[src/hdl/aaeu_pkg.sv]
`default_nettype none
// ----------------------------------------------------------------------------
// aaeu_pkg
// Types and opcodes shared by the accumulator ALU execute unit and its datapath.
// ----------------------------------------------------------------------------
package aaeu_pkg;

    // opcode byte values
    typedef enum logic [7:0] {
        OP_ADD     = 8'h00,
        OP_SUB     = 8'h01,
        OP_INC     = 8'h02,
        OP_DEC     = 8'h03,
        OP_LDA     = 8'h09,
        OP_XTA     = 8'h0C,
        OP_ATX     = 8'h0D,
        OP_LDX     = 8'h0E,
        OP_XSRA    = 8'h19,
        OP_XSLA    = 8'h1A,
        OP_ASRX    = 8'h1B,
        OP_ASLX    = 8'h1C,
        OP_AND     = 8'h1D,
        OP_OR      = 8'h1E,
        OP_XOR     = 8'h1F,
        OP_CLF     = 8'h20,
        OP_CLC     = 8'h21,
        OP_CLN     = 8'h22,
        OP_CLZ     = 8'h23,
        OP_XXA     = 8'h24,
        OP_ADDF    = 8'h28,
        OP_SUBF    = 8'h29,
        OP_NOTA    = 8'h30,
        OP_NOTX    = 8'h31,
        OP_NEG     = 8'h32,
        OP_SWAP    = 8'h33,
        OP_ADC     = 8'h34,
        OP_SBC     = 8'h35,
        OP_ROL     = 8'h38,
        OP_ROR     = 8'h39,
        OP_ASL     = 8'h3A,
        OP_ASR     = 8'h3B,
        OP_CLR_ALL = 8'h43,
        OP_BIN2BCD = 8'h44,
        OP_BCD2BIN = 8'h45,
        OP_BCD_ADD = 8'h46,
        OP_BCD_SUB = 8'h47
    } op_t;

    typedef struct packed {
        logic n;
        logic z;
        logic c;
        logic v;
    } flags_t;

    // architectural state of the unit
    typedef struct packed {
        logic [7:0] acc;
        logic [7:0] idx;
        flags_t     flags;
    } arch_t;

    typedef struct packed {
        logic [7:0] action;
        logic [7:0] operand;
    } in_beat_t;

    typedef struct packed {
        logic [7:0] acc_out;
        logic [7:0] index_out;
        logic       neg_flag;
        logic       zero_flag;
        logic       carry_flag;
        logic       ovf_flag;
    } out_beat_t;

endpackage
`default_nettype wire

[src/hdl/aaeu_alu.sv]
`default_nettype none
// ----------------------------------------------------------------------------
// aaeu_alu
// Next-state logic: one opcode applied to A, X and the N, Z, C, V flags.
// ----------------------------------------------------------------------------
module aaeu_alu (
    input  wire aaeu_pkg::in_beat_t beat,
    input  wire aaeu_pkg::arch_t    cur,
    output aaeu_pkg::arch_t         nxt
);
    import aaeu_pkg::*;

    localparam logic [6:0] BcdMax = 7'd99;

    function automatic flags_t put_nz(input flags_t f, input logic [7:0] r);
        flags_t o;
        o   = f;
        o.n = r[7];
        o.z = (r == 8'd0);
        return o;
    endfunction

    logic [7:0] a;
    logic [7:0] x;
    logic [7:0] opd;
    flags_t     f;

    assign a   = cur.acc;
    assign x   = cur.idx;
    assign opd = beat.operand;
    assign f   = cur.flags;

    // binary adders and subtractors
    logic [8:0] add_sum;
    logic [8:0] sub_diff;
    logic [8:0] adc_sum;
    logic [9:0] sbc_diff;
    logic [7:0] neg_val;
    logic       add_v;
    logic       sub_v;
    logic       adc_v;
    logic       sbc_v;

    assign add_sum  = {1'b0, a} + {1'b0, x};
    assign sub_diff = {1'b0, a} - {1'b0, x};
    assign adc_sum  = {1'b0, a} + {1'b0, opd} + {8'd0, f.c};
    assign sbc_diff = {2'b00, a} - {2'b00, opd} - {9'd0, ~f.c};
    assign neg_val  = 8'd0 - a;
    assign add_v    = ~(a[7] ^ x[7]) & (a[7] ^ add_sum[7]);
    assign sub_v    = (a[7] ^ x[7]) & (a[7] ^ sub_diff[7]);
    assign adc_v    = ~(a[7] ^ opd[7]) & (a[7] ^ adc_sum[7]);
    assign sbc_v    = (a[7] ^ opd[7]) & (a[7] ^ sbc_diff[7]);

    // binary to bcd, tens by reciprocal multiply (exact below 1029)
    logic        b2d_cy;
    logic [6:0]  b2d_val;
    logic [14:0] b2d_prod;
    logic [3:0]  b2d_tens;
    logic [6:0]  b2d_tens10;
    logic [6:0]  b2d_ones;
    logic [7:0]  b2d_res;

    assign b2d_cy     = (a > {1'b0, BcdMax});
    assign b2d_val    = b2d_cy ? BcdMax : a[6:0];
    assign b2d_prod   = {8'd0, b2d_val} * 15'd205;
    assign b2d_tens   = b2d_prod[14:11];
    assign b2d_tens10 = {b2d_tens, 3'b000} + {2'b00, b2d_tens, 1'b0};
    assign b2d_ones   = b2d_val - b2d_tens10;
    assign b2d_res    = {b2d_tens, b2d_ones[3:0]};

    // bcd to binary with digit clamp
    logic       d2b_hi_bad;
    logic       d2b_lo_bad;
    logic [3:0] d2b_hi;
    logic [3:0] d2b_lo;
    logic [6:0] d2b_res;

    assign d2b_hi_bad = (a[7:4] > 4'd9);
    assign d2b_lo_bad = (a[3:0] > 4'd9);
    assign d2b_hi     = d2b_hi_bad ? 4'd9 : a[7:4];
    assign d2b_lo     = d2b_lo_bad ? 4'd9 : a[3:0];
    assign d2b_res    = {d2b_hi, 3'b000} + {2'b00, d2b_hi, 1'b0} + {3'b000, d2b_lo};

    // clamping bcd add
    logic [4:0] badd_lo;
    logic       badd_lc;
    logic [4:0] badd_lo_fix;
    logic [4:0] badd_hi;
    logic       badd_ovf;
    logic [7:0] badd_res;

    assign badd_lo     = {1'b0, a[3:0]} + {1'b0, x[3:0]};
    assign badd_lc     = (badd_lo > 5'd9);
    assign badd_lo_fix = badd_lc ? (badd_lo - 5'd10) : badd_lo;
    assign badd_hi     = {1'b0, a[7:4]} + {1'b0, x[7:4]} + {4'd0, badd_lc};
    assign badd_ovf    = (badd_hi > 5'd9);
    assign badd_res    = {(badd_ovf ? 4'd9 : badd_hi[3:0]), badd_lo_fix[3:0]};

    // clamping bcd subtract
    logic [4:0] bsub_lo;
    logic       bsub_lb;
    logic [4:0] bsub_lo_fix;
    logic [5:0] bsub_hi;
    logic       bsub_unf;
    logic [7:0] bsub_res;

    assign bsub_lo     = {1'b0, a[3:0]} - {1'b0, x[3:0]};
    assign bsub_lb     = bsub_lo[4];
    assign bsub_lo_fix = bsub_lb ? (bsub_lo + 5'd10) : bsub_lo;
    assign bsub_hi     = {2'b00, a[7:4]} - {2'b00, x[7:4]} - {5'd0, bsub_lb};
    assign bsub_unf    = bsub_hi[5];
    assign bsub_res    = {(bsub_unf ? 4'd0 : bsub_hi[3:0]), bsub_lo_fix[3:0]};

    always_comb begin
        nxt = cur;
        unique case (op_t'(beat.action))
            OP_ADD: begin
                nxt.acc     = add_sum[7:0];
                nxt.flags   = put_nz(f, add_sum[7:0]);
                nxt.flags.c = add_sum[8];
                nxt.flags.v = add_v;
            end
            OP_SUB: begin
                nxt.acc     = sub_diff[7:0];
                nxt.flags   = put_nz(f, sub_diff[7:0]);
                nxt.flags.c = ~sub_diff[8];
                nxt.flags.v = sub_v;
            end
            OP_INC: begin
                nxt.acc   = a + 8'd1;
                nxt.flags = put_nz(f, a + 8'd1);
            end
            OP_DEC: begin
                nxt.acc   = a - 8'd1;
                nxt.flags = put_nz(f, a - 8'd1);
            end
            OP_LDA: begin
                nxt.acc   = opd;
                nxt.flags = put_nz(f, opd);
            end
            OP_XTA: begin
                nxt.acc   = x;
                nxt.flags = put_nz(f, x);
            end
            OP_ATX: begin
                nxt.idx   = a;
                nxt.flags = put_nz(f, a);
            end
            OP_LDX: begin
                nxt.idx   = opd;
                nxt.flags = put_nz(f, opd);
            end
            OP_XSRA: begin
                nxt.acc     = {1'b0, x[7:1]};
                nxt.flags   = put_nz(f, {1'b0, x[7:1]});
                nxt.flags.c = x[0];
            end
            OP_XSLA: begin
                nxt.acc     = {x[6:0], 1'b0};
                nxt.flags   = put_nz(f, {x[6:0], 1'b0});
                nxt.flags.c = x[7];
            end
            OP_ASRX: begin
                nxt.idx     = {1'b0, a[7:1]};
                nxt.flags   = put_nz(f, {1'b0, a[7:1]});
                nxt.flags.c = a[0];
            end
            OP_ASLX: begin
                nxt.idx     = {a[6:0], 1'b0};
                nxt.flags   = put_nz(f, {a[6:0], 1'b0});
                nxt.flags.c = a[7];
            end
            OP_AND: begin
                nxt.acc   = a & x;
                nxt.flags = put_nz(f, a & x);
            end
            OP_OR: begin
                nxt.acc   = a | x;
                nxt.flags = put_nz(f, a | x);
            end
            OP_XOR: begin
                nxt.acc   = a ^ x;
                nxt.flags = put_nz(f, a ^ x);
            end
            OP_CLF: begin
                nxt.flags = '0;
            end
            OP_CLC: begin
                nxt.flags.c = 1'b0;
            end
            OP_CLN: begin
                nxt.flags.n = 1'b0;
            end
            OP_CLZ: begin
                nxt.flags.z = 1'b0;
            end
            OP_XXA: begin
                nxt.idx   = x ^ a;
                nxt.flags = put_nz(f, x ^ a);
            end
            OP_ADDF: begin
                nxt.flags   = put_nz(f, add_sum[7:0]);
                nxt.flags.c = add_sum[8];
                nxt.flags.v = add_v;
            end
            OP_SUBF: begin
                nxt.flags   = put_nz(f, sub_diff[7:0]);
                nxt.flags.c = ~sub_diff[8];
                nxt.flags.v = sub_v;
            end
            OP_NOTA: begin
                nxt.acc   = ~a;
                nxt.flags = put_nz(f, ~a);
            end
            OP_NOTX: begin
                nxt.idx   = ~x;
                nxt.flags = put_nz(f, ~x);
            end
            OP_NEG: begin
                nxt.acc     = neg_val;
                nxt.flags   = put_nz(f, neg_val);
                nxt.flags.c = (neg_val != 8'd0);
                nxt.flags.v = a[7] ^ neg_val[7];
            end
            OP_SWAP: begin
                nxt.acc = x;
                nxt.idx = a;
            end
            OP_ADC: begin
                nxt.acc     = adc_sum[7:0];
                nxt.flags   = put_nz(f, adc_sum[7:0]);
                nxt.flags.c = adc_sum[8];
                nxt.flags.v = adc_v;
            end
            OP_SBC: begin
                nxt.acc     = sbc_diff[7:0];
                nxt.flags   = put_nz(f, sbc_diff[7:0]);
                nxt.flags.c = ~sbc_diff[9];
                nxt.flags.v = sbc_v;
            end
            OP_ROL: begin
                nxt.acc     = {a[6:0], f.c};
                nxt.flags   = put_nz(f, {a[6:0], f.c});
                nxt.flags.c = a[7];
            end
            OP_ROR: begin
                nxt.acc     = {f.c, a[7:1]};
                nxt.flags   = put_nz(f, {f.c, a[7:1]});
                nxt.flags.c = a[0];
            end
            OP_ASL: begin
                nxt.acc     = {a[6:0], 1'b0};
                nxt.flags   = put_nz(f, {a[6:0], 1'b0});
                nxt.flags.c = a[7];
            end
            OP_ASR: begin
                nxt.acc     = {a[7], a[7:1]};
                nxt.flags   = put_nz(f, {a[7], a[7:1]});
                nxt.flags.c = a[0];
            end
            OP_CLR_ALL: begin
                nxt = '0;
            end
            OP_BIN2BCD: begin
                nxt.acc     = b2d_res;
                nxt.flags.z = (b2d_res == 8'd0);
                nxt.flags.c = b2d_cy;
            end
            OP_BCD2BIN: begin
                nxt.acc     = {1'b0, d2b_res};
                nxt.flags.z = (d2b_res == 7'd0);
                nxt.flags.c = d2b_hi_bad | d2b_lo_bad;
            end
            OP_BCD_ADD: begin
                nxt.acc     = badd_res;
                nxt.flags.z = (badd_res == 8'd0);
                nxt.flags.c = badd_ovf;
                nxt.flags.n = badd_res[7];
                nxt.flags.v = badd_ovf;
            end
            OP_BCD_SUB: begin
                nxt.acc     = bsub_res;
                nxt.flags.z = (bsub_res == 8'd0);
                nxt.flags.c = ~bsub_unf;
                nxt.flags.n = bsub_res[7];
                nxt.flags.v = bsub_unf;
            end
            default: begin
                nxt = cur;
            end
        endcase
    end

endmodule
`default_nettype wire

[src/hdl/accumulator_alu_execute_unit.sv]
`default_nettype none
// ----------------------------------------------------------------------------
// accumulator_alu_execute_unit
// Register and flag execute stage of an 8-bit accumulator CPU.
// ----------------------------------------------------------------------------
// Use:
//   s_valid/s_ready/s_payload carry one opcode beat (action, operand).
//   m_valid/m_ready/m_payload return one result beat per opcode: A, X and
//   the N, Z, C, V flags as they stand after that opcode.
//   Unknown opcodes return the state unchanged.
// Timing:
//   a taken beat sits in the input register, goes through the
//   single-pass ALU and lands in the result register as soon as that
//   register is free, which raises m_valid. One beat per cycle is
//   sustained: the input register and the result register each
//   advance every cycle while m_ready stays high.
//   A, X and the flags update at the same edge as the result register,
//   so the next opcode always sees the state left by the one before.
// Reset (aresetn low, synchronous):
//   A, X and all flags clear; both stage valids drop.
// Stall:
//   with m_ready low the result beat holds, one more beat is held in the
//   input register, then s_ready drops until the receiver takes a beat.
// ----------------------------------------------------------------------------
module accumulator_alu_execute_unit (
    input  wire                      aclk,
    input  wire                      aresetn,
    input  wire                      s_valid,
    output logic                     s_ready,
    input  wire aaeu_pkg::in_beat_t  s_payload,
    output logic                     m_valid,
    input  wire                      m_ready,
    output aaeu_pkg::out_beat_t      m_payload
);
    import aaeu_pkg::*;

    // input stage
    logic      in_valid_reg;
    in_beat_t  in_beat_reg;

    // architectural state
    arch_t     state_reg;
    arch_t     state_next;

    // result stage
    logic      m_valid_reg;
    out_beat_t m_payload_reg;
    out_beat_t m_payload_next;

    logic      out_free;
    logic      issue;

    // result register empties or drains this cycle
    assign out_free = ~m_valid_reg | m_ready;
    // input beat moves into the result register
    assign issue    = in_valid_reg & out_free;
    assign s_ready  = ~in_valid_reg | issue;

    aaeu_alu u_alu (
        .beat (in_beat_reg),
        .cur  (state_reg),
        .nxt  (state_next)
    );

    // result beat mirrors the state after the opcode
    assign m_payload_next.acc_out    = state_next.acc;
    assign m_payload_next.index_out  = state_next.idx;
    assign m_payload_next.neg_flag   = state_next.flags.n;
    assign m_payload_next.zero_flag  = state_next.flags.z;
    assign m_payload_next.carry_flag = state_next.flags.c;
    assign m_payload_next.ovf_flag   = state_next.flags.v;

    always_ff @(posedge aclk) begin
        if (!aresetn) begin
            in_valid_reg <= 1'b0;
            m_valid_reg  <= 1'b0;
            state_reg    <= '0;
        end else begin
            if (s_ready) begin
                in_valid_reg <= s_valid;
            end
            if (out_free) begin
                m_valid_reg <= in_valid_reg;
            end
            if (issue) begin
                state_reg <= state_next;
            end
        end
    end

    // payload registers, no reset
    always_ff @(posedge aclk) begin
        if (s_valid && s_ready) begin
            in_beat_reg <= s_payload;
        end
        if (issue) begin
            m_payload_reg <= m_payload_next;
        end
    end

    assign m_valid   = m_valid_reg;
    assign m_payload = m_payload_reg;

    // a shown result always matches the live state
    a_result_tracks_state: assert property (@(posedge aclk) disable iff (!aresetn)
        m_valid_reg |-> (m_payload_reg.acc_out == state_reg.acc)
                     && (m_payload_reg.index_out == state_reg.idx)
                     && (m_payload_reg.neg_flag == state_reg.flags.n)
                     && (m_payload_reg.zero_flag == state_reg.flags.z)
                     && (m_payload_reg.carry_flag == state_reg.flags.c)
                     && (m_payload_reg.ovf_flag == state_reg.flags.v))
        else $error("result beat differs from architectural state");

    // clear-all wipes A, X and flags
    a_clear_all: assert property (@(posedge aclk) disable iff (!aresetn)
        (issue && (in_beat_reg.action == OP_CLR_ALL)) |=> (state_reg == '0))
        else $error("clear-all left state behind");

    // swap exchanges A and X and keeps the flags
    a_swap: assert property (@(posedge aclk) disable iff (!aresetn)
        (issue && (in_beat_reg.action == OP_SWAP))
            |=> (state_reg.acc == $past(state_reg.idx))
             && (state_reg.idx == $past(state_reg.acc))
             && (state_reg.flags == $past(state_reg.flags)))
        else $error("swap did not exchange A and X");

endmodule
`default_nettype wire
[config.mk]
export PLATFORM = sky130hd
export DESIGN_NAME = accumulator_alu_execute_unit
export DESIGN_NICKNAME = d
export VERILOG_FILES = /design/src/hdl/aaeu_pkg.sv /design/src/hdl/aaeu_alu.sv /design/src/hdl/accumulator_alu_execute_unit.sv
export SDC_FILE = /design/constraint.sdc
export NUM_CORES = 1
export LEC_CHECK = 0
export ABC_AREA = 1
export BUFFER_PORTS_ARGS = -buffer_cell sky130_fd_sc_hd__buf_2
export CAP_MARGIN = 25
export CORE_MARGIN = 2
export CORE_UTILIZATION = 30
export CTS_CLUSTER_DIAMETER = 40
export DETAILED_ROUTE_END_ITERATION = 8
export GPL_TIMING_DRIVEN = 0
export SLEW_MARGIN = 0
export SYNTH_ARGS = -nofsm -noshare
export SYNTH_HDL_FRONTEND = slang
export SYNTH_SLANG_ARGS = --single-unit
[constraint.sdc]
create_clock -name aclk -period 5.1 [get_ports aclk]
set_input_delay 0.255 -clock aclk [delete_from_list [all_inputs] [get_ports aclk]]
set_output_delay 0.255 -clock aclk [all_outputs]
set_load 0.01 [all_outputs]
Word-level counts from Yosys, hierarchy flattened
Index checks and enable logic that the tools add are counted.
- bits of input ports: 20
- word-level logic and storage cells: 163
- register bits: 58
- output and inout port bits: 22
- order comparisons: 5
- mux-type cells: 13
- eq/ne operators: 36
- reduce and logical (&&, ||, !) cells: 43
- bitwise gates (word level): 28
- multipliers: 1
- add/sub/neg operators: 21
- operator list (operator ; count):
    $pmux W8 S24 ; 1
    $logic_not A8 Y1 ; 22
    $eq A8 B6 Y1 const B ; 17
    $eq A8 B5 Y1 const B ; 7
    $pmux W8 S7 ; 1
    $eq A8 B7 Y1 const B ; 5
    $logic_not A7 Y1 ; 5
    $eq A8 B4 Y1 const B ; 4
    $pmux W1 S27 ; 1
    $mux W4 ; 6
    $pmux W1 S21 ; 1
    $add A8 B8 Y9 ; 2
    $reduce_or A2 Y1 ; 9
    $sub A8 B8 Y9 ; 2
    $eq A8 B2 Y1 const B ; 2
    $not A8 Y8 ; 2
    $mul A7 B8 Y15 const B ; 1
    $pmux W1 S14 ; 1
    $reduce_or A3 Y1 ; 4
    $add A4 B4 Y5 ; 2
    $gt A5 B4 Y1 const B ; 2
    $sub A10 B1 Y10 ; 1
    $sub A4 B4 Y5 ; 2
    $add A9 B1 Y9 ; 1
    other kinds (26) ; 46

Depth between registers and ports, before layout
Gate-level depths: netlist of run 1.
- depth in word-level cells: 7
- mapped depth: 34

Hierarchy
Synthesis of run 1 repeated with hierarchy kept, for this count alone.
- cells, all modules: 1351
- area total of the unflattened synthesis: 8794.7 µm²
- modules (own cells, without submodules) (module ; sequential area each (µm²) ; instances ; cells each ; area each (µm²)):
    aaeu_alu ; 0.0 ; 1 ; 1171 ; 6655.1
    accumulator_alu_execute_unit ; 1521.5 ; 1 ; 180 ; 2139.6

Worst setup path after synthesis of run 1
OpenSTA, ideal clock, no wires.
- path kind: flip-flop to flip-flop
- start point: register state_reg[17] in the netlist's numbering
- end point: register m_payload_reg, in the netlist m_payload[14] (data pin)
- path slack: -69 ps
- stages on the path, launching flop included: 27
- period minus slack after synthesis: 5169 ps
- data arrival time: 4919 ps
- path through: dfxtp_1 > clkinv_1 > nor2_1 > nand3_1 > nand2_2 > nor2_1 > ha_1 > inv_1 > fa_1 > inv_1 > ha_1 > inv_1 > fa_1 > inv_1 > ha_1 > a21oi_1 > o21ai_0 > a21oi_1 > nand2_1 > xor2_1 > ha_1 > xnor2_1 > nand2_1 > o2111ai_1 > nor4_1 > a31o_2 > inv_1
- RTL lines (what ; RTL line ; RTL):
    from (decl) ; accumulator_alu_execute_unit.sv:42 ; arch_t state_reg;
    from (signal assigned) ; accumulator_alu_execute_unit.sv:86 ; state_reg <= state_next;
    to (signal assigned) ; accumulator_alu_execute_unit.sv:97 ; m_payload_reg <= m_payload_next;
    to (decl) ; accumulator_alu_execute_unit.sv:47 ; out_beat_t m_payload_reg;

==> results.py, run 1 <==
metrics = {
    "route": {
        "drtIter0Drc": 1106,
        "drc_errors": 0,
        "ant_nets": 0,
        "dr.pass1.iters": 6,
        "vias": 9992,
        "routed_wl_um": 42370,
        "wire_per_inst_um": 23.46,
        "viasPerCell": 5.533,
    },
    "setup_path": {
        "worst-setup-path-type": "flop to flop",
        "cp-start-kind": "flop",
        "required_ns": 5.20,
        "cp_max_fo": 5,
        "cp.arrival_ns": 5.18,
        "end_kind": "flop",
        "reg2reg_from": "state_reg[17]$_SDFFE_PN0P_",
        "rr_worst_depth": 28,
        "critPathSlowestCell": "fa_1",
        "cpMostUsedCell": "inv_2",
        "rr_endpoint": "m_payload[14]$_DFFE_PP_",
        "slowest_delay_ns": 0.51,
        "rrSetupSlack_ns": 0.01,
    },
    "synth": {
        "synth_top_family_by_area": "simple AND/OR/NAND/NOR gates",
        "ys_types": 45,
        "ys.warnings.count": 0,
        "mappedNetlistArea_mm2": 0.008468,
        "synthAdderAreaFrac": 0.1814,
        "synth-simple-area-share": 0.3454,
        "ys_seq_area_frac": 0.1797,
        "synth_cells": 1346,
        "synthArstFlopShare": 0,
        "synth_compound_area_frac": 0.1436,
        "synth_fp_nets": 1478,
        "ys_ff_latch": 58,
        "synth_mux_area_frac": 0,
        "synthFlopType": "edfxtp_1",
        "synthXorXnorAreaFrac": 0.03709,
        "synth.avg_cell_area_um2": 6.291,
        "synth-edff-count": 36,
    },
    "cts": {
        "clk_latency_ns": 0.35,
        "root_buffer": "clkbuf_16",
        "clk_pin_slew_ns": 0.06,
        "cts_buffers": 9,
        "htreeDepth": 3,
        "clk_path_buf_depth": 2,
        "clock_sinks": 58,
        "cts_tree": "done",
        "ctsHoldBuffers": 0,
    },
    "timing": {
        "worst_slack_ns": 0.01410,
        "hold_viol": 0,
        "whs_ns": 0.08077,
        "final_max_slew_viol_count": 0,
        "fmax_mhz": 196.6,
        "worst_slew_pin_slew_ns": 1.188,
        "rsz0062_at_grt": "yes",
        "post-route-period-util": 0.9972,
        "min_period_ns": 5.086,
        "setup_violations": 0,
        "slew_headroom": 0.1874,
        "finClkSkew_ns": 0.009602,
    },
    "final_layout": {
        "fill_cells": 3068,
        "final_cell_area_mm2": 0.01021,
        "final_common_cell": "nand2_1",
        "multiInputGateArea_mm2": 0.006451,
        "syn_to_final_growth_pct": 20.63,
        "nets": 1554,
        "layout_common_cells": "305 x nand2_1, 197 x inv_1, 153 x nor2_1",
        "fin_util": 0.3677,
        "layout-drive-gt1-share": 0.1465,
        "regArea_mm2": 0.001555,
    },
    "floorplan": {
        "initial_core_util": 0.3048,
        "core-area_mm2": 0.02778,
        "die-area_mm2": 0.02959,
        "die_y_um": 172.0,
        "row_count": 61,
        "fp.dieW_um": 172.0,
        "design.portCount": 42,
    },
    "pwr": {
        "cellLeakagePower_uw": 0.005115,
        "p_per_area_mw_per_mm2": 242.6,
        "peakVddDrop_mv": 0.1445,
    },
    "grt": {
        "grt_pass1_vias": 9479,
        "grt_max_degree": 20,
        "grt_first_pass_wirelength_um": 61200,
        "grt_use_total": 0.2887,
        "antenna_found_initial": 1,
        "gr-total-overflow": 0,
    },
    "run_status": {
        "status": "complete, no violations",
    },
    "placement": {
        "dp_hpwl_um": 34070,
        "place.port_buffers": 41,
        "gp_congestion": 1.078,
        "place_ws_ns": -1.409,
        "postPlaceCellArea_mm2": 0.009164,
    },
    "worst_hold_path": {
        "hold_path_end": "in_beat_reg[7]$_DFFE_PP_",
        "min_path_cells": 1,
        "min_path_type": "input port to flop",
        "hold_path.startpoint": "s_payload[7]",
    },
    "job": {
        "maxCapViolCount": 0,
    },
}
-- repair_timing --
item                                    CTS  global route
gates resized for setup                  89            40
endpoints found under the hold margin     0             0
setup buffers                            18             6
pin swaps                                29            25
endpoints found under the setup margin   22            12
-- worst max path at each step --
stage | to | start | slack, ns | cells past startpoint
2_1_floorplan | m_payload[14]$_DFFE_PP_ | state_reg[17]$_SDFFE_PN0P_ | 0.02 | 28
4_1_cts | m_payload[14]$_DFFE_PP_ | state_reg[17]$_SDFFE_PN0P_ | -0.03 | 28
6_report | m_payload[14]$_DFFE_PP_ | state_reg[17]$_SDFFE_PN0P_ | 0.01 | 28
3_3_place_gp | m_payload[14]$_DFFE_PP_ | state_reg[16]$_SDFFE_PN0P_ | -1.42 | 23
5_1_grt | m_payload[14]$_DFFE_PP_ | state_reg[17]$_SDFFE_PN0P_ | -0.19 | 28
3_5_place_dp | m_payload[14]$_DFFE_PP_ | state_reg[16]$_SDFFE_PN0P_ | -1.41 | 23
-- report_power, final --
group	internal (µW)	switching (µW)	leakage, µW
clock network	404	233	0.000145
logic	445	814	0.00443
registers	533	49.3	0.000537
-- logic make-up (layout without fill, tap and decap cells) --
| group | Yosys count | count (layout) |
|---|---|---|
| AO/OA/AOI/OAI | 207 | 207 |
| XOR/XNOR | 35 | 35 |
| adder cells (fa/ha/maj) | 112 | 112 |
| buffers and inverters | 248 | 329 |
| flip-flops | 58 | 58 |
| other | 0 | 1 |
| AND/OR/NAND/NOR | 686 | 686 |
-- layout make-up --
type                            count  area share
Clock buffer                       12     0.02511
Timing Repair Buffer               66     0.04116
Tap cell                          378     0.04630
Clock inverter                      4    0.004900
Antenna cell                        1   0.0002450
Multi-Input combinational cell   1040      0.6316
Buffer                             26     0.01396
Inverter                          221     0.08452
Sequential cell                    58      0.1523
-- synth_stat cells, types with 2 or more instances --
cell / instances / area share
o21ai_1: 4 / 0.0024
o2111ai_1: 8 / 0.0083
nand2_1: 318 / 0.14
inv_2: 7 / 0.0031
clkbuf_1: 11 / 0.0049
a221oi_1: 9 / 0.0093
xnor2_1: 6 / 0.0062
nor4_1: 11 / 0.0081
buf_2: 12 / 0.0071
a21oi_1: 68 / 0.040
fa_1: 18 / 0.043
xor2_1: 28 / 0.029
o22ai_1: 35 / 0.026
clkinv_1: 4 / 0.0018
and3_1: 2 / 0.0015
nand2_2: 7 / 0.0052
o221ai_1: 3 / 0.0031
edfxtp_1: 36 / 0.13
a31oi_1: 3 / 0.0022
o211ai_1: 7 / 0.0062
o21ai_0: 56 / 0.033
inv_1: 210 / 0.093
a21o_1: 2 / 0.0018
a211oi_1: 5 / 0.0044
ha_1: 94 / 0.14
or2_2: 2 / 0.0015
nor3_1: 26 / 0.015
nand4_1: 32 / 0.024
nor2_1: 163 / 0.072
o21bai_1: 3 / 0.0027
nand3_1: 109 / 0.064
buf_4: 2 / 0.0018
nor2_2: 10 / 0.0074
dfxtp_1: 22 / 0.052
nand3b_1: 3 / 0.0027
-- critical path, delay by kind of cell, from the launching register on --
kind | cells | cell delay, ns
compound gates | 5 | 0.79
flops | 1 | 0.39
fa+ha+maj | 6 | 2.05
xor+xnor | 2 | 0.35
buf+inv | 8 | 0.47
simple gates | 7 | 0.77
-- metal layers --
metal / track usage / up-vias / part of all wire
met3: 0.06569 / 127 / 0.10
met1: 0.3747 / 4698 / 0.41
met5: 0 / - / 0
met2: 0.4559 / 548 / 0.43
met4: 0.1319 / 0 / 0.053
li1: - / 4619 / -
-- per-stage QoR --
step	total power, µW	setup TNS [ns]	instances
CTS	2360	-0.02532	1799
global placement	1585	-17.40	1765
global route	2621	-0.5992	1805
finish	2478	0	1806
floorplan	1264	0	1346
detailed placement	1592	-18.14	1766
No activity file was read; power rests on OpenSTA's default activity.
==> run 2: changes to the inputs <==
- ABC_AREA: 1 -> default
- CTS_BUF_LIST: default -> sky130_fd_sc_hd__clkbuf_4
==> run 2 against run 1 <==
The flow now finishes with violations (setup timing). Design area grew 8.4%. Sequential power shrank 5.0%. Combinational power shrank 31%. Non-clock buffer count grew 96. Critical path type unchanged. Critical endpoint is now state_reg[2]$_SDFFE_PN0P_. Largest cell class unchanged. Highest routed layer unchanged.
==> results.py, run 2 <==
metrics = {
    "cts": {
        "clk_pin_slew_ns": 0.13,
        "root_buffer": "clkbuf_4",
        "clk_latency_ns": 0.46,
        "htreeDepth": 3,
        "clock_sinks": 58,
        "cts_tree": "done",
        "clk_path_buf_depth": 2,
        "cts_buffers": 9,
    },
    "grt": {
        "grt_max_degree": 30,
        "grt_use_total": 0.2721,
        "grt_first_pass_wirelength_um": 62710,
        "gr-total-overflow": 0,
        "antenna_found_initial": 1,
        "grt_pass1_vias": 9619,
    },
    "synth": {
        "yosysTopAreaCell": "ha_1",
        "synth_cells": 1123,
        "ys.warnings.count": 0,
        "mappedNetlistArea_mm2": 0.008914,
        "synthTopCellsByCount": "94 x ha_1, 94 x nor2_1, 80 x inv_1, 80 x nand2_1, 68 x a21oi_1",
        "ys_types": 102,
        "synthFlopType": "edfxtp_1",
        "synth_fp_nets": 1255,
        "synth.avg_cell_area_um2": 7.937,
        "ys_ff_latch": 58,
        "synth-edff-count": 36,
        "synthArstFlopShare": 0,
        "synth_top_area_frac": 0.1319,
        "ys_seq_area_frac": 0.1707,
        "yosys-top-cells-area": "ha_1 13%, edfxtp_1 12%, dfxtp_1 4.9%",
    },
    "setup_path": {
        "cp_max_fo": 3,
        "slowest_delay_ns": 0.51,
        "rr_worst_depth": 29,
        "worst-setup-path-type": "flop to flop",
        "required_ns": 5.41,
        "end_kind": "flop",
        "critPathSlowestCell": "fa_1",
        "reg2reg_from": "state_reg[18]$_SDFFE_PN0P_",
        "rr_endpoint": "state_reg[2]$_SDFFE_PN0P_",
        "cp-start-kind": "flop",
        "rrSetupSlack_ns": -0.39,
        "cp.arrival_ns": 5.80,
    },
    "job": {
        "maxCapViolCount": 0,
    },
    "floorplan": {
        "design.portCount": 42,
        "die_y_um": 176.4,
        "fp.dieW_um": 176.4,
        "die-area_mm2": 0.03111,
        "initial_core_util": 0.3024,
        "core-area_mm2": 0.02948,
        "row_count": 63,
    },
    "route": {
        "viasPerCell": 6.220,
        "routed_wl_um": 43190,
        "ant_nets": 0,
        "dr.pass1.iters": 6,
        "wire_per_inst_um": 26.37,
        "drtIter0Drc": 1467,
        "drc_errors": 0,
        "vias": 10190,
    },
    "placement": {
        "dp_hpwl_um": 33360,
        "gp_congestion": 1.093,
        "place.port_buffers": 40,
        "postPlaceCellArea_mm2": 0.009658,
    },
    "pwr": {
        "pwr-share-clk": 0.243,
        "switching_share": 0.4063,
        "pwr-share-comb": 0.462,
        "total_power_uw": 1877,
        "seqPwrFrac": 0.295,
        "peakVddDrop_mv": 0.1778,
        "p_per_area_mw_per_mm2": 169.6,
        "cellLeakagePower_uw": 0.004213,
        "power_switching_uw": 762.8,
        "p_int_uw": 1115,
    },
    "final_layout": {
        "layout-drive-gt1-share": 0.2205,
        "fill_cells": 3053,
        "final_cell_area_mm2": 0.01107,
        "final_common_cell": "nor2_1",
        "nets": 1374,
        "syn_to_final_growth_pct": 24.17,
        "layout_common_cells": "88 x nor2_1, 80 x ha_1, 78 x nand2_1",
    },
    "run_status": {
        "failed_checks": "setup timing",
        "status": "complete, but fails checks",
    },
    "timing": {
        "slew_headroom": 0.2850,
        "post-route-period-util": 1.077,
        "hold_viol": 0,
        "final_max_slew_viol_count": 0,
        "rsz0062_at_grt": "yes",
        "fmax_mhz": 182.1,
        "setup_violations": 8,
        "finClkSkew_ns": 0.03162,
        "min_period_ns": 5.491,
        "worst_slew_pin_slew_ns": 1.064,
        "worst_slack_ns": -0.3912,
        "whs_ns": 0.03065,
    },
    "worst_hold_path": {
        "hold_path.startpoint": "s_valid",
        "hold_path_end": "in_valid_reg$_SDFFE_PN0N_",
        "min_path_cells": 3,
        "min_path_type": "input port to flop",
    },
}
run 2: cell types whose count changed in the layout (fill, tap and decap cells not counted), sizes merged, moves of 26 or more:
cell | before | now
nand2 | 325 | 80
inv | 216 | 79
nand3 | 109 | 32
xnor2 | 7 | 33
clkbuf | 24 | 51
buf | 80 | 130
nor2 | 173 | 97
run 2: what timing repair did:
action / 4_1_cts / 5_1_grt
buffers inserted: 24 / 28
cloned: 0 / 0
endpoints found under the hold margin: 16 / 0
endpoints found under the setup margin: 22 / 18
hold buffers: 16 / 0
resized for setup: 89 / 59
pin swaps: 35 / 28
run 2: worst max-delay path by stage:
stage | from | end | slack (ns) | depth (start not counted)
after floorplan | state_reg[18]$_SDFFE_PN0P_ | state_reg[13]$_SDFFE_PN0P_ | -0.0006 | 27
after global placement | state_reg[13]$_SDFFE_PN0P_ | m_payload[0]$_DFFE_PP_ | -1.89 | 18
after detailed placement | state_reg[13]$_SDFFE_PN0P_ | m_payload[0]$_DFFE_PP_ | -1.92 | 18
after CTS | state_reg[18]$_SDFFE_PN0P_ | state_reg[14]$_SDFFE_PN0P_ | -0.45 | 27
after global routing | state_reg[14]$_SDFFE_PN0P_ | state_reg[2]$_SDFFE_PN0P_ | -0.56 | 28
final | state_reg[18]$_SDFFE_PN0P_ | state_reg[2]$_SDFFE_PN0P_ | -0.39 | 29
run 2: power by group through the flow:
stage                     logic [µW]  clock network, µW  registers (µW)
after floorplan                  454                  0             559
after CTS                        772                469             555
after global routing             920                483             555
after detailed placement         677                  0             571
final                            867                457             554
after global placement           670                  0             570
run 2: logic make-up after synthesis:
group | count (synthesis) | synth area share
AO/OA/AOI/OAI | 311 | 0.2486
XOR/XNOR | 51 | 0.05404
adder cells (fa/ha/maj) | 113 | 0.1735
buffers and inverters | 162 | 0.07973
flip-flops | 58 | 0.1707
multiplexers | 16 | 0.01825
AND/OR/NAND/NOR | 412 | 0.2552
run 2: critical path, delay by kind of cell, from the launching register on:
family | cells | cell delay, ns
adder cells (fa/ha/maj) | 6 | 2.00
flip-flops | 1 | 0.41
AO/OA/AOI/OAI | 7 | 1.05
AND/OR/NAND/NOR | 6 | 0.84
XOR/XNOR | 1 | 0.19
buffers and inverters | 9 | 0.83
run 2: per-layer routing:
metal	track usage	share of wire	wire, µm	vias to the layer above
met5	0	0	0	-
met4	0.1636	0.070	3032	0
met3	0.05965	0.10	4480	184
met2	0.4116	0.43	18390	687
met1	0.3540	0.40	17280	4874
li1	-	-	-	4444
run 2: cell type report:
type	count	area, µm²	area share
antenna	1	2.502	0.0002261
buffer	76	452.9	0.04092
clock buffer	9	67.56	0.006104
clock inverter	7	125.1	0.01130
inverter	82	339.1	0.03064
multi-input combinational	903	7267	0.6566
sequential	58	1551	0.1402
tap	390	488.0	0.04409
timing repair buffer	112	774.5	0.06998
run 2: stage by stage:
stage | util | TNS, ns | instances | setup slack, ns
after floorplan | - | -0.0005751 | 1123 | -0.0005751
after global placement | 0.3271 | -32.41 | 1553 | -1.889
after detailed placement | 0.3276 | -33.55 | 1556 | -1.924
after CTS | 0.3589 | -2.876 | 1609 | -0.4457
after global routing | 0.3754 | -3.365 | 1637 | -0.5612
final | 0.3754 | -2.028 | 1638 | -0.3912
